File: src/rtl/mlfd_pkg.sv
`timescale 1ns / 1ps
// ----------------------------------------------------------------------------
// mlfd_pkg
// shared types and constants of the magic/length frame deframer
// ----------------------------------------------------------------------------
package mlfd_pkg;

  localparam int DATA_W   = 8;
  localparam int EVENT_W  = 16;
  localparam int LENGTH_W = 32;
  localparam int INDEX_W  = 31;
  localparam int KIND_W   = 2;
  localparam int CFG_W    = 32;

  localparam int HDR_MAGIC_BYTES = 4;
  localparam int HDR_EVENT_BYTES = 2;
  localparam int HDR_LEN_BYTES   = 4;
  localparam int HDR_TOTAL       = HDR_MAGIC_BYTES + HDR_EVENT_BYTES + HDR_LEN_BYTES;
  localparam int HDR_CNT_W       = 4;

  localparam logic [CFG_W-1:0]   MAGIC_RESET   = 32'h4642_4542;
  localparam logic [INDEX_W-1:0] MAX_LEN_RESET = 31'd65536;

  localparam int QUEUE_DEPTH_DEF = 4;

  localparam logic CFG_MAGIC   = 1'b0;
  localparam logic CFG_MAX_LEN = 1'b1;

  localparam logic [KIND_W-1:0] KIND_DATA       = 2'd0;
  localparam logic [KIND_W-1:0] KIND_BAD_MAGIC  = 2'd1;
  localparam logic [KIND_W-1:0] KIND_BAD_LENGTH = 2'd2;
  localparam logic [KIND_W-1:0] KIND_DROPPED    = 2'd3;

  typedef struct packed {
    logic [KIND_W-1:0]          kind;
    logic [DATA_W-1:0]          payload_byte;
    logic [EVENT_W-1:0]         event_id;
    logic signed [LENGTH_W-1:0] frame_length;
    logic [INDEX_W-1:0]         byte_index;
    logic                       last;
  } res_t;

endpackage

File: src/rtl/magic_length_frame_deframer_unit.sv
`timescale 1ns / 1ps
// ----------------------------------------------------------------------------
// magic_length_frame_deframer_unit
// magic/event/length frame deframer for one connection byte stream
// ----------------------------------------------------------------------------
// input channel: in_valid / in_stall with in_data_byte and in_restart; one
//   stream byte or a restart per transaction
// result channel: out_valid / out_stall with kind, payload byte, event id,
//   frame length, byte index and last flag; zero or one result per input
// config: cfg_wr_en, cfg_index (0 magic word, 1 max length), cfg_wdata;
//   write only while the block is idle
// throughput: one input transaction per cycle while in_stall is low, set by the
//   header/payload state update in the front classifier
// result path: a result is written into the queue, then loaded into the output
//   register, and only then presented; it is held there for longer while
//   out_stall is high
// out_stall: results collect in a QUEUE_DEPTH entry queue; in_stall rises
//   once that queue is full, and no result is lost or repeated
// reset: synchronous on rst_n low; parser returns to header collection,
//   header fields clear, registers go to their defaults, queue empties
// ----------------------------------------------------------------------------
module magic_length_frame_deframer_unit import mlfd_pkg::*; #(
  parameter int QUEUE_DEPTH = QUEUE_DEPTH_DEF
) (
  input  logic                       clk,
  input  logic                       rst_n,
  input  logic                       in_valid,
  output logic                       in_stall,
  input  logic [DATA_W-1:0]          in_data_byte,
  input  logic                       in_restart,
  output logic                       out_valid,
  input  logic                       out_stall,
  output logic [KIND_W-1:0]          out_kind,
  output logic [DATA_W-1:0]          out_payload_byte,
  output logic [EVENT_W-1:0]         out_event_id,
  output logic signed [LENGTH_W-1:0] out_frame_length,
  output logic [INDEX_W-1:0]         out_byte_index,
  output logic                       out_last,
  input  logic                       cfg_wr_en,
  input  logic                       cfg_index,
  input  logic [CFG_W-1:0]           cfg_wdata
);

  logic push;
  logic pop;
  logic full;
  logic empty;
  res_t push_data;
  res_t pop_data;

  mlfd_front u_front (
    .clk          (clk),
    .rst_n        (rst_n),
    .in_valid     (in_valid),
    .in_stall     (in_stall),
    .in_data_byte (in_data_byte),
    .in_restart   (in_restart),
    .cfg_wr_en    (cfg_wr_en),
    .cfg_index    (cfg_index),
    .cfg_wdata    (cfg_wdata),
    .push         (push),
    .push_data    (push_data),
    .full         (full)
  );

  mlfd_queue #(
    .DEPTH (QUEUE_DEPTH)
  ) u_queue (
    .clk       (clk),
    .rst_n     (rst_n),
    .push      (push),
    .push_data (push_data),
    .full      (full),
    .pop       (pop),
    .pop_data  (pop_data),
    .empty     (empty)
  );

  mlfd_back u_back (
    .clk              (clk),
    .rst_n            (rst_n),
    .empty            (empty),
    .pop_data         (pop_data),
    .pop              (pop),
    .out_valid        (out_valid),
    .out_stall        (out_stall),
    .out_kind         (out_kind),
    .out_payload_byte (out_payload_byte),
    .out_event_id     (out_event_id),
    .out_frame_length (out_frame_length),
    .out_byte_index   (out_byte_index),
    .out_last         (out_last)
  );

endmodule

File: src/rtl/mlfd_front.sv
`timescale 1ns / 1ps
// ----------------------------------------------------------------------------
// mlfd_front
// accepts stream bytes, collects and checks the header, classifies each byte
// ----------------------------------------------------------------------------
module mlfd_front import mlfd_pkg::*; (
  input  logic              clk,
  input  logic              rst_n,
  input  logic              in_valid,
  output logic              in_stall,
  input  logic [DATA_W-1:0] in_data_byte,
  input  logic              in_restart,
  input  logic              cfg_wr_en,
  input  logic              cfg_index,
  input  logic [CFG_W-1:0]  cfg_wdata,
  output logic              push,
  output res_t              push_data,
  input  logic              full
);

  localparam logic [1:0] PH_HEADER  = 2'd0;
  localparam logic [1:0] PH_PAYLOAD = 2'd1;
  localparam logic [1:0] PH_STOPPED = 2'd2;

  localparam logic [HDR_CNT_W-1:0] HDR_LAST_CNT = HDR_CNT_W'(HDR_TOTAL);
  localparam logic [HDR_CNT_W-1:0] EVT_POS      = HDR_CNT_W'(HDR_MAGIC_BYTES);
  localparam logic [HDR_CNT_W-1:0] LEN_POS      = HDR_CNT_W'(HDR_MAGIC_BYTES + HDR_EVENT_BYTES);

  logic [CFG_W-1:0]    magic_word_r;
  logic [INDEX_W-1:0]  max_length_r;

  logic [1:0]          phase_r, phase_nxt;
  logic [HDR_CNT_W-1:0] hdr_cnt_r, hdr_cnt_nxt;
  logic [31:0]         magic_r, magic_nxt;
  logic [EVENT_W-1:0]  event_r, event_nxt;
  logic [LENGTH_W-1:0] length_r, length_nxt;
  logic [INDEX_W-1:0]  pay_cnt_r, pay_cnt_nxt;

  logic                acc;
  logic [HDR_CNT_W-1:0] hdr_cnt_inc;
  logic [HDR_CNT_W-1:0] len_off;
  logic [LENGTH_W-1:0] idx_inc;
  logic                is_last;
  logic                bad_len;

  assign in_stall = full;
  assign acc      = in_valid && !full;

  always_comb begin
    phase_nxt   = phase_r;
    hdr_cnt_nxt = hdr_cnt_r;
    magic_nxt   = magic_r;
    event_nxt   = event_r;
    length_nxt  = length_r;
    pay_cnt_nxt = pay_cnt_r;
    push        = 1'b0;
    hdr_cnt_inc = hdr_cnt_r + 1'b1;
    len_off     = hdr_cnt_r - LEN_POS;
    idx_inc     = {1'b0, pay_cnt_r} + 1'b1;
    is_last     = idx_inc >= length_r;
    bad_len     = 1'b0;
    push_data.kind         = KIND_DROPPED;
    push_data.payload_byte = '0;
    push_data.byte_index   = '0;
    push_data.last         = 1'b0;

    if (acc) begin
      if (in_restart) begin
        phase_nxt   = PH_HEADER;
        hdr_cnt_nxt = '0;
        pay_cnt_nxt = '0;
      end else begin
        unique case (phase_r)
          PH_HEADER: begin
            if (hdr_cnt_r < EVT_POS) begin
              magic_nxt = {magic_r[23:0], in_data_byte};
            end else if (hdr_cnt_r < LEN_POS) begin
              event_nxt[{hdr_cnt_r[0], 3'b000} +: 8] = in_data_byte;
            end else begin
              length_nxt[{len_off[1:0], 3'b000} +: 8] = in_data_byte;
            end
            hdr_cnt_nxt = hdr_cnt_inc;
            bad_len = length_nxt[LENGTH_W-1] || (length_nxt == '0) ||
                      (length_nxt[INDEX_W-1:0] > max_length_r);
            if (hdr_cnt_inc >= HDR_LAST_CNT) begin
              hdr_cnt_nxt = '0;
              if (magic_nxt != magic_word_r) begin
                phase_nxt      = PH_STOPPED;
                push           = 1'b1;
                push_data.kind = KIND_BAD_MAGIC;
              end else if (bad_len) begin
                phase_nxt      = PH_STOPPED;
                push           = 1'b1;
                push_data.kind = KIND_BAD_LENGTH;
              end else begin
                phase_nxt   = PH_PAYLOAD;
                pay_cnt_nxt = '0;
              end
            end
          end
          PH_PAYLOAD: begin
            push                   = 1'b1;
            push_data.kind         = KIND_DATA;
            push_data.payload_byte = in_data_byte;
            push_data.byte_index   = pay_cnt_r;
            push_data.last         = is_last;
            pay_cnt_nxt            = idx_inc[INDEX_W-1:0];
            if (is_last) begin
              phase_nxt = PH_STOPPED;
            end
          end
          default: begin
            push = 1'b1;
          end
        endcase
      end
    end

    push_data.event_id     = event_nxt;
    push_data.frame_length = length_nxt;
  end

  always_ff @(posedge clk) begin
    if (!rst_n) begin
      magic_word_r <= MAGIC_RESET;
      max_length_r <= MAX_LEN_RESET;
      phase_r      <= PH_HEADER;
      hdr_cnt_r    <= '0;
      magic_r      <= '0;
      event_r      <= '0;
      length_r     <= '0;
      pay_cnt_r    <= '0;
    end else begin
      if (cfg_wr_en) begin
        unique case (cfg_index)
          CFG_MAGIC:   magic_word_r <= cfg_wdata;
          CFG_MAX_LEN: max_length_r <= cfg_wdata[INDEX_W-1:0];
          default:     magic_word_r <= magic_word_r;
        endcase
      end
      phase_r   <= phase_nxt;
      hdr_cnt_r <= hdr_cnt_nxt;
      magic_r   <= magic_nxt;
      event_r   <= event_nxt;
      length_r  <= length_nxt;
      pay_cnt_r <= pay_cnt_nxt;
    end
  end

  a_hdr_cnt_range: assert property (@(posedge clk) disable iff (!rst_n)
    hdr_cnt_r < HDR_LAST_CNT)
    else $error("header count out of range");

  a_payload_len_ok: assert property (@(posedge clk) disable iff (!rst_n)
    (phase_r == PH_PAYLOAD) |-> (!length_r[LENGTH_W-1] && length_r != '0))
    else $error("payload phase with a bad frame length");

  a_payload_idx: assert property (@(posedge clk) disable iff (!rst_n)
    (phase_r == PH_PAYLOAD) |-> ({1'b0, pay_cnt_r} < length_r))
    else $error("payload index past frame length");

  a_no_push_on_restart: assert property (@(posedge clk) disable iff (!rst_n)
    (acc && in_restart) |-> !push)
    else $error("restart produced a transaction");

endmodule

File: src/rtl/mlfd_queue.sv
`timescale 1ns / 1ps
// ----------------------------------------------------------------------------
// mlfd_queue
// small result queue between the classifier and the output stage
// ----------------------------------------------------------------------------
module mlfd_queue import mlfd_pkg::*; #(
  parameter int DEPTH = QUEUE_DEPTH_DEF
) (
  input  logic clk,
  input  logic rst_n,
  input  logic push,
  input  res_t push_data,
  output logic full,
  input  logic pop,
  output res_t pop_data,
  output logic empty
);

  localparam int AW = (DEPTH > 1) ? $clog2(DEPTH) : 1;
  localparam int CW = $clog2(DEPTH + 1);

  res_t          mem_r [DEPTH];
  logic [AW-1:0] wr_ptr_r, wr_ptr_nxt;
  logic [AW-1:0] rd_ptr_r, rd_ptr_nxt;
  logic [CW-1:0] cnt_r, cnt_nxt;

  assign full     = (cnt_r == CW'(DEPTH));
  assign empty    = (cnt_r == '0);
  assign pop_data = mem_r[rd_ptr_r];

  always_comb begin
    wr_ptr_nxt = wr_ptr_r;
    rd_ptr_nxt = rd_ptr_r;
    cnt_nxt    = cnt_r;
    if (push) begin
      wr_ptr_nxt = (wr_ptr_r == AW'(DEPTH - 1)) ? '0 : wr_ptr_r + 1'b1;
    end
    if (pop) begin
      rd_ptr_nxt = (rd_ptr_r == AW'(DEPTH - 1)) ? '0 : rd_ptr_r + 1'b1;
    end
    if (push && !pop) begin
      cnt_nxt = cnt_r + 1'b1;
    end else if (pop && !push) begin
      cnt_nxt = cnt_r - 1'b1;
    end
  end

  always_ff @(posedge clk) begin
    if (push) begin
      mem_r[wr_ptr_r] <= push_data;
    end
  end

  always_ff @(posedge clk) begin
    if (!rst_n) begin
      wr_ptr_r <= '0;
      rd_ptr_r <= '0;
      cnt_r    <= '0;
    end else begin
      wr_ptr_r <= wr_ptr_nxt;
      rd_ptr_r <= rd_ptr_nxt;
      cnt_r    <= cnt_nxt;
    end
  end

  a_no_overflow: assert property (@(posedge clk) disable iff (!rst_n)
    !(push && full))
    else $error("push into full queue");

  a_no_underflow: assert property (@(posedge clk) disable iff (!rst_n)
    !(pop && empty))
    else $error("pop from empty queue");

endmodule

File: src/rtl/mlfd_back.sv
`timescale 1ns / 1ps
// ----------------------------------------------------------------------------
// mlfd_back
// output register stage driving the result channel
// ----------------------------------------------------------------------------
module mlfd_back import mlfd_pkg::*; (
  input  logic                       clk,
  input  logic                       rst_n,
  input  logic                       empty,
  input  res_t                       pop_data,
  output logic                       pop,
  output logic                       out_valid,
  input  logic                       out_stall,
  output logic [KIND_W-1:0]          out_kind,
  output logic [DATA_W-1:0]          out_payload_byte,
  output logic [EVENT_W-1:0]         out_event_id,
  output logic signed [LENGTH_W-1:0] out_frame_length,
  output logic [INDEX_W-1:0]         out_byte_index,
  output logic                       out_last
);

  logic out_valid_r;
  res_t out_data_r;

  assign pop = !empty && (!out_valid_r || !out_stall);

  always_ff @(posedge clk) begin
    if (!rst_n) begin
      out_valid_r <= 1'b0;
    end else if (pop) begin
      out_valid_r <= 1'b1;
    end else if (!out_stall) begin
      out_valid_r <= 1'b0;
    end
  end

  always_ff @(posedge clk) begin
    if (pop) begin
      out_data_r <= pop_data;
    end
  end

  assign out_valid        = out_valid_r;
  assign out_kind         = out_data_r.kind;
  assign out_payload_byte = out_data_r.payload_byte;
  assign out_event_id     = out_data_r.event_id;
  assign out_frame_length = out_data_r.frame_length;
  assign out_byte_index   = out_data_r.byte_index;
  assign out_last         = out_data_r.last;

  a_fill_on_pop: assert property (@(posedge clk) disable iff (!rst_n)
    pop |=> out_valid_r)
    else $error("output register not loaded after pop");

  a_drain_idle: assert property (@(posedge clk) disable iff (!rst_n)
    (out_valid_r && !out_stall && empty) |=> !out_valid_r)
    else $error("output transaction repeated");

  a_data_byte_zero: assert property (@(posedge clk) disable iff (!rst_n)
    (out_valid_r && out_data_r.kind != KIND_DATA) |->
      (out_data_r.payload_byte == '0 && out_data_r.byte_index == '0 && !out_data_r.last))
    else $error("non-data result carries payload fields");

endmodule

File: config.mk
export PLATFORM = sky130hd
export DESIGN_NAME = magic_length_frame_deframer_unit
export DESIGN_NICKNAME = d
export VERILOG_FILES = /design/src/rtl/mlfd_pkg.sv /design/src/rtl/magic_length_frame_deframer_unit.sv /design/src/rtl/mlfd_front.sv /design/src/rtl/mlfd_queue.sv /design/src/rtl/mlfd_back.sv
export SDC_FILE = /design/constraint.sdc
export NUM_CORES = 1
export LEC_CHECK = 0
export BUFFER_PORTS_ARGS = -buffer_cell sky130_fd_sc_hd__buf_2
export CORE_ASPECT_RATIO = 0.8
export CORE_MARGIN = 3
export CORE_UTILIZATION = 57
export CTS_BUF_LIST = sky130_fd_sc_hd__clkbuf_8
export CTS_CLUSTER_SIZE = 14
export DETAILED_ROUTE_END_ITERATION = 12
export GPL_TIMING_DRIVEN = 0
export MAX_ROUTING_LAYER = met4
export PLACE_DENSITY = 0.78
export SYNTH_ARGS = -nofsm -noshare
export SYNTH_HDL_FRONTEND = slang
export SYNTH_HIERARCHICAL = 1
export SYNTH_SLANG_ARGS = --single-unit
File: constraint.sdc
create_clock -name clk -period 7.6 [get_ports clk]
set_clock_uncertainty 0.2 [all_clocks]
set_input_delay 1.52 -clock clk [delete_from_list [all_inputs] [get_ports clk]]
set_output_delay 1.52 -clock clk [all_outputs]
set_load 0.05 [all_outputs]
* Word-level counts from Yosys, hierarchy flattened
Memory sizes are Yosys's and may differ from the RTL's. A register that Yosys moved wholly into a read port is not among the register bits.
Index checks and enable logic that the tools add are counted.
** Word-level totals
- Flip-flop bits (word level) :: 188
- Memory bits (writable) :: 360
- Bits of input ports :: 47
- Output and inout port bits :: 92
- Memories :: 1
** Cells by class
- Add/sub/neg operators :: 9
- Order comparisons :: 5
- Equal/unequal tests :: 10
- Shifts and indexed selects :: 4
- Muxes and demuxes :: 57
- Bitwise gates (word level) :: 2
- Reductions and logical operators :: 25
** Memory list
- u_queue.mem_r :: depth 4, width 90, read ports 1, clocked after memory_dff 1, wr ports 1, line mlfd_queue.sv:22 : res_t mem_r [DEPTH];
** Operators by type and width (count)
- $mux 32 :: 15
- $mux 31 :: 4
- $mux 16 :: 5
- $pmux 31 s2 :: 1
- $add 31x1->32 const B :: 1
- $bwmux 32 :: 1
- $ge 32x32->1 :: 1
- $logic_not 32->1 :: 1
- $ne 32x32->1 :: 1
- $shift 8x7->32 const A :: 1
- $shiftx 8x7->32 :: 1
- $gt 31x31->1 :: 1
- $mux 10 :: 2
- $mux 2 :: 9
- $bwmux 16 :: 1
- $shift 8x6->16 const A :: 1
- $shiftx 8x6->16 :: 1
- $mux 4 :: 3
- $mux 1 :: 11
- $lt 4x3->1 const B :: 2
- $mux 8 :: 1
- $pmux 2 s2 :: 2
- $neg 5->7 :: 1
- $logic_not 1->1 :: 6
- other kinds (25) :: 39

* Depth between registers and ports, before layout
- Depth after elaboration :: 22
- Mapped depth :: 23
- Depth with buffers taken out :: 21

* Modules after synthesis
The synthesis kept the hierarchy.
** Modules (own cells, without submodules)
- mlfd_queue :: instances 1, cells each 514, area each 13535.5 um^2
- mlfd_front :: instances 1, cells each 1482, area each 11170.7 um^2
- mlfd_back :: instances 1, cells each 94, area each 2742.6 um^2

* Worst setup path after synthesis
No wires, ideal clock.
- Path type :: input port to flip-flop
- Start :: in out_stall
- End :: reg u_queue.cnt_r[2]
- Library setup time :: 0.076 ns
- Arrival :: 7.532 ns
- Setup slack :: -0.208 ns
- Stages on the path :: 8
- Cell sequence :: a21oi_1 -> inv_1 -> ha_1 -> inv_1 -> fa_1 -> xor2_1 -> or3_1 -> a21boi_0
** Between the ends
- Longest elaborated chain between the ends :: 6
- Elaborated cells on any way between the ends :: 8
- Classes of those cells :: mux: 1; reduce/logical: 7
** RTL lines
- start: declaration :: line magic_length_frame_deframer_unit.sv:32 : input logic out_stall,
- $logic_not 1->1 * :: line mlfd_back.sv:25 : assign pop = !empty && (!out_valid_r || !out_stall);
- $logic_or 1x1->1 * :: line mlfd_back.sv:25
- $logic_and 1x1->1 * :: line mlfd_back.sv:25
- $logic_not 1->1 :: line mlfd_queue.sv:41 : if (push && !pop) begin
- $logic_and 1x1->1 :: line mlfd_queue.sv:41
- $mux 3 / $reduce_bool 2->1 (equally long branches)
- end signal: assignment :: line mlfd_queue.sv:62 : cnt_r <= cnt_nxt;
- end: declaration :: line mlfd_queue.sv:25 : logic [CW-1:0] cnt_r, cnt_nxt;
Every way passes the cells marked *; elsewhere a longest branch is shown, timed or not.
A chain may end at the register's enable or synchronous reset.

* Worst setup path in the final report
- Start :: reg u_front.hdr_cnt_r[0]
- End :: reg u_queue.cnt_r[2]
** Between the ends
- Longest elaborated chain between the ends :: 21
- Elaborated cells on any way between the ends :: 34
- Classes of those cells :: add/sub: 3; order compare: 4; eq/ne: 1; shift: 2; mux: 17; reduce/logical: 7
** RTL lines
- start: declaration :: line mlfd_front.sv:33 : logic [HDR_CNT_W-1:0] hdr_cnt_r, hdr_cnt_nxt;
- start signal: assignment :: line mlfd_front.sv:142 : hdr_cnt_r <= hdr_cnt_nxt;
- branches (longest 14 deep; another with $gt 31x31->1)
- $mux 1 * :: line mlfd_front.sv:85 : if (hdr_cnt_inc >= HDR_LAST_CNT) begin
- $mux 1 * :: line mlfd_front.sv:73 : unique case (phase_r)
- $mux 1 * :: line mlfd_front.sv:68 : if (in_restart) begin
- $mux 1 * :: line mlfd_front.sv:67 : if (acc) begin
- net push :: line magic_length_frame_deframer_unit.sv:44 : logic push;
- $logic_not 1->1 :: line mlfd_queue.sv:43 : end else if (pop && !push) begin
- $logic_and 1x1->1 :: line mlfd_queue.sv:43
- $reduce_bool 2->1 (no line)
Mark *: on every way through the listed nets, which the timed path passes. The select of a mux whose other input is x is not followed.

==> results.rst <==
.. list-table::
   :header-rows: 1

   * - Metric
     - Value
   * - Clock tree buffer depth
     - 3
   * - Cts-stage hold buffer count
     - 0
   * - Area share of xor/xnor cells in the synthesized design
     - 1.819%
   * - Vias post-DR
     - 17830
   * - First-pass GRT wire length
     - 104100 microns
   * - Final routed wirelength across all metal layers
     - 68930 microns
   * - Lkg Pwr
     - 11.38 nW
   * - Die width
     - 251.3 microns
   * - Area growth, synth to finish
     - 13.10%
   * - Top achievable clock speed
     - 145.1 MHz
   * - Largest family of logic cells by synthesized area
     - simple AND/OR/NAND/NOR gates
   * - Type of the setup path with the least slack
     - reg2reg
   * - FP Rows
     - 71
   * - Run status
     - complete, no violations
   * - Sum of routed wire segments on met1
     - 30480 microns
   * - Class of the tightest hold or removal check
     - reg2reg
   * - Net count of the mapped netlist
     - 2214
   * - Cell area after technology mapping
     - 27450 sq um
   * - Post-route worst setup slack
     - 0.7076 ns
   * - TritonCTS clock tree
     - yes
   * - DR iter-0 viols
     - 1893
   * - Finished Layout Cells
     - 3040
   * - Skew-Pair Late Insertion Delay
     - 0.69 ns
   * - Fraction of layout instances using a drive strength above 1
     - 18.09%
   * - Fraction of post-synthesis cell area in the top cell type by area
     - 49.23%
   * - Placed cell count
     - 2855
   * - Fin util
     - 65.69%
   * - CTS Buf Count
     - 97
   * - Post-CTS resize count
     - 0
   * - Detailed-route vias per instance
     - 5.863
   * - Cells after synthesis
     - 2090
   * - Complex-gate fraction of the synthesized area
     - 8.032%
   * - Number of antenna violations at the first check in global routing
     - 4
   * - Highest routing layer actually used
     - met4
   * - Slew Limit Headroom
     - 10.55%
   * - Seq cells post-synth
     - 640
   * - Library cells used by synthesis
     - 77
   * - Number of clock sinks
     - 640
   * - Fraction of the mapped netlist area in simple logic gates
     - 11.04%
   * - Final setup violating endpoints
     - 0
   * - HPWL after detailed placement
     - 49590 microns
   * - Postcts setup bufs
     - 0
   * - Metal2 WL
     - 30420 microns
   * - Critical Path End Type
     - register
   * - Root buf cell
     - sky130_fd_sc_hd__clkbuf_8
   * - Die Y-Extent
     - 202.3 microns
   * - CTS HTree Levels
     - 3
   * - CP Data Arrival Time
     - 7.29 ns
   * - Unrepaired setup endpoints after global routing
     - false
   * - RePlAce Congestion
     - 0.9748
   * - Most frequently used flop master after synthesis
     - sky130_fd_sc_hd__edfxtp_1
   * - Count of filler cells inserted in the layout
     - 3400
   * - Share of synthesized area occupied by flip-flops and latches
     - 63.09%
   * - Number of nets still failing antenna checks after routing
     - 0
   * - Peak supply drop
     - 219.2 uV
   * - Worst slack after detailed placement
     - 0.2646 ns
   * - First-pass iteration count of the detailed router
     - 6
   * - Critical path launch point type
     - register
   * - Max-cap violations
     - 0
   * - Core area
     - 47260 sq um
   * - Number of DRC violations after detailed routing
     - 0
   * - Ys Warns
     - 6
   * - Required arrival time at the worst endpoint
     - 8.00 ns
   * - Top library cells by usage in the layout, fill and taps aside
     - sky130_fd_sc_hd__edfxtp_1 (450), sky130_fd_sc_hd__nand2_1 (366), sky130_fd_sc_hd__dfxtp_1 (190), sky130_fd_sc_hd__buf_2 (147), sky130_fd_sc_hd__inv_1 (126)
   * - Post-synthesis adder-cell area fraction
     - 3.537%
   * - Maximum number of pins on one net before global-route repair
     - 59
   * - Average wire length per cell after detail routing
     - 22.67 microns
   * - Avg Cell Area, Syn
     - 13.13 sq um
   * - Met3 WL post-DR
     - 6593 microns
   * - Clock input transition at the sequential cells of the worst setup and hold paths
     - 0.07 ns
   * - Grt total ovfl
     - 0
   * - Final-layout setup total negative slack
     - 0 ns
   * - Fraction of registers with async set/reset
     - 0%
   * - Min cycle time layout
     - 6.892 ns
   * - Transition at the pin with the smallest max-transition slack
     - 1.308 ns
   * - Most common cell after layout, fill and taps aside
     - sky130_fd_sc_hd__edfxtp_1
   * - Layout Nets
     - 2458
   * - Most area-hungry cell type in the Yosys netlist
     - sky130_fd_sc_hd__edfxtp_1
   * - Port buffer count
     - 136
   * - Final count of hold timing violations
     - 0
   * - PwrDens
     - 284.7 nW/um^2
   * - Vias in the first global route
     - 17510
   * - Number of top-level pins
     - 139
   * - Post-route fraction of the period consumed by the critical path
     - 90.69%
   * - Floorplan die area
     - 50840 sq um
   * - Max-slew violations
     - 0
   * - Number of enable-type register cells in the synthesized netlist
     - 450
   * - Mux contribution to synthesized area
     - 8.793%
   * - Highest fanout seen on the critical path
     - 10
   * - Worst hold slack
     - 0.2686 ns
   * - Initial standard-cell utilization of the core
     - 58.08%
   * - Cell types occupying the most area after synthesis
     - sky130_fd_sc_hd__edfxtp_1 (49%), sky130_fd_sc_hd__dfxtp_1 (14%), sky130_fd_sc_hd__mux4_2 (7.4%)
   * - Overall track demand over capacity in global routing
     - 28.21%
-- area by class of cell --
cell class / count / area, sq um / share of cell area [%]
clock buffers: 105 / 1445 / 4.655
plain buffers: 117 / 651.9 / 2.100
multi-input cells: 1237 / 9158 / 29.50
inverters: 96 / 360.3 / 1.161
repair buffers: 145 / 878.3 / 2.829
diodes: 4 / 10.01 / 0.03224
clock inverters: 76 / 447.9 / 1.443
well taps: 620 / 775.7 / 2.499
flip-flops and latches: 640 / 17320 / 55.78
-- cells by family after synthesis --
| kind of cell | count (synthesis) |
|---|---|
| xor gates and xnor gates | 57 |
| muxes | 127 |
| DFF | 640 |
| buffers and inverters | 213 |
| AOI/OAI and AO/OA | 324 |
| and+or+nand+nor | 652 |
| adders and majority gates | 77 |
-- metrics by stage --
| step | instance area, sq um | power [W] |
|---|---|---|
| floorplan | 27450 | 0.005677 |
| global placement | 28910 | 0.006152 |
| detailed placement | 29130 | 0.006205 |
| CTS | 31020 | 0.008914 |
| global route | 31040 | 0.009178 |
| finish | 31040 | 0.008837 |
-- power breakdown --
group | switching (W) | internal [W]
Combinational | 0.00140 | 0.000592
Sequential | 0.0000903 | 0.00403
Clock | 0.00133 | 0.00139
-- synth_stat cells (all sizes together) (5+ instances only) --
library cell / count
edfxtp: 450
nand2: 366
dfxtp: 190
o21ai: 101
inv: 96
and2: 95
mux4: 90
a21boi: 87
clkbuf: 86
ha: 76
nor2: 44
xnor2: 35
buf: 31
a21oi: 30
nand3: 29
nor3: 29
mux2i: 24
xor2: 22
a31oi: 19
nand4: 17
a21o: 16
nor4: 16
mux2: 13
o211ai: 13
nor2b: 12
o22ai: 9
or3: 9
and3: 8
o221ai: 7
a211oi: 6
nand2b: 6
or4: 5
-- worst paths after layout --
check	slack (ns)	end	from	depth (start not counted)
worst max-delay path	0.71	u_queue/cnt_r[2]$_SDFFE_PN0P_	u_front/hdr_cnt_r[0]$_SDFFE_PN0P_	20
worst min-delay path	0.27	u_front/max_length_r[10]$_SDFFE_PN0P_	u_front/max_length_r[10]$_SDFFE_PN0P_	2
worst max register to register	0.71	u_queue/cnt_r[2]$_SDFFE_PN0P_	u_front/hdr_cnt_r[0]$_SDFFE_PN0P_	20
worst min register to register	0.27	u_front/max_length_r[10]$_SDFFE_PN0P_	u_front/max_length_r[10]$_SDFFE_PN0P_	2
-- flip-flops by register name, summed over array words and instances (netlist names), named ones only --
name                     count
u_back/out_byte_index       31
u_back/out_event_id         16
u_back/out_frame_length     32
u_back/out_kind              2
u_back/out_last              1
u_back/out_payload_byte      8
u_back/out_valid             1
u_front/event_r             16
u_front/hdr_cnt_r            4
u_front/length_r            32
u_front/magic_r             32
u_front/magic_word_r        32
u_front/max_length_r        31
u_front/pay_cnt_r           31
u_front/phase_r              2
u_queue/cnt_r                3
u_queue/mem_r              360
u_queue/rd_ptr_r             2
u_queue/wr_ptr_r             2
-- worst max-delay path, cell delays in order, from the launching register on --
cell,delay (ns)
sky130_fd_sc_hd__dfxtp_1,0.39
sky130_fd_sc_hd__clkbuf_1,0.34
sky130_fd_sc_hd__inv_1,0.16
sky130_fd_sc_hd__ha_1,0.39
sky130_fd_sc_hd__nor3_1,0.83
sky130_fd_sc_hd__nand2_1,0.10
sky130_fd_sc_hd__o21ai_0,0.53
sky130_fd_sc_hd__ha_1,0.23
sky130_fd_sc_hd__nand4_1,0.12
sky130_fd_sc_hd__nor4_1,0.50
sky130_fd_sc_hd__o211ai_1,0.32
sky130_fd_sc_hd__o311a_1,0.25
sky130_fd_sc_hd__nand4_1,0.26
sky130_fd_sc_hd__nand2_1,0.11
sky130_fd_sc_hd__a211oi_2,0.62
sky130_fd_sc_hd__ha_1,0.30
sky130_fd_sc_hd__inv_1,0.07
sky130_fd_sc_hd__fa_1,0.42
sky130_fd_sc_hd__xor2_1,0.16
sky130_fd_sc_hd__or3_1,0.30
sky130_fd_sc_hd__a21boi_0,0.17
-- metal layers --
| layer | vias up | track usage (%) |
|---|---|---|
| li1 | 8168 | - |
| met1 | 8775 | 40.74 |
| met2 | 769 | 40.26 |
| met3 | 113 | 7.333 |
| met4 | 0 | 7.289 |
| met5 | - | - |
No activity file was read; power rests on OpenSTA's default activity.
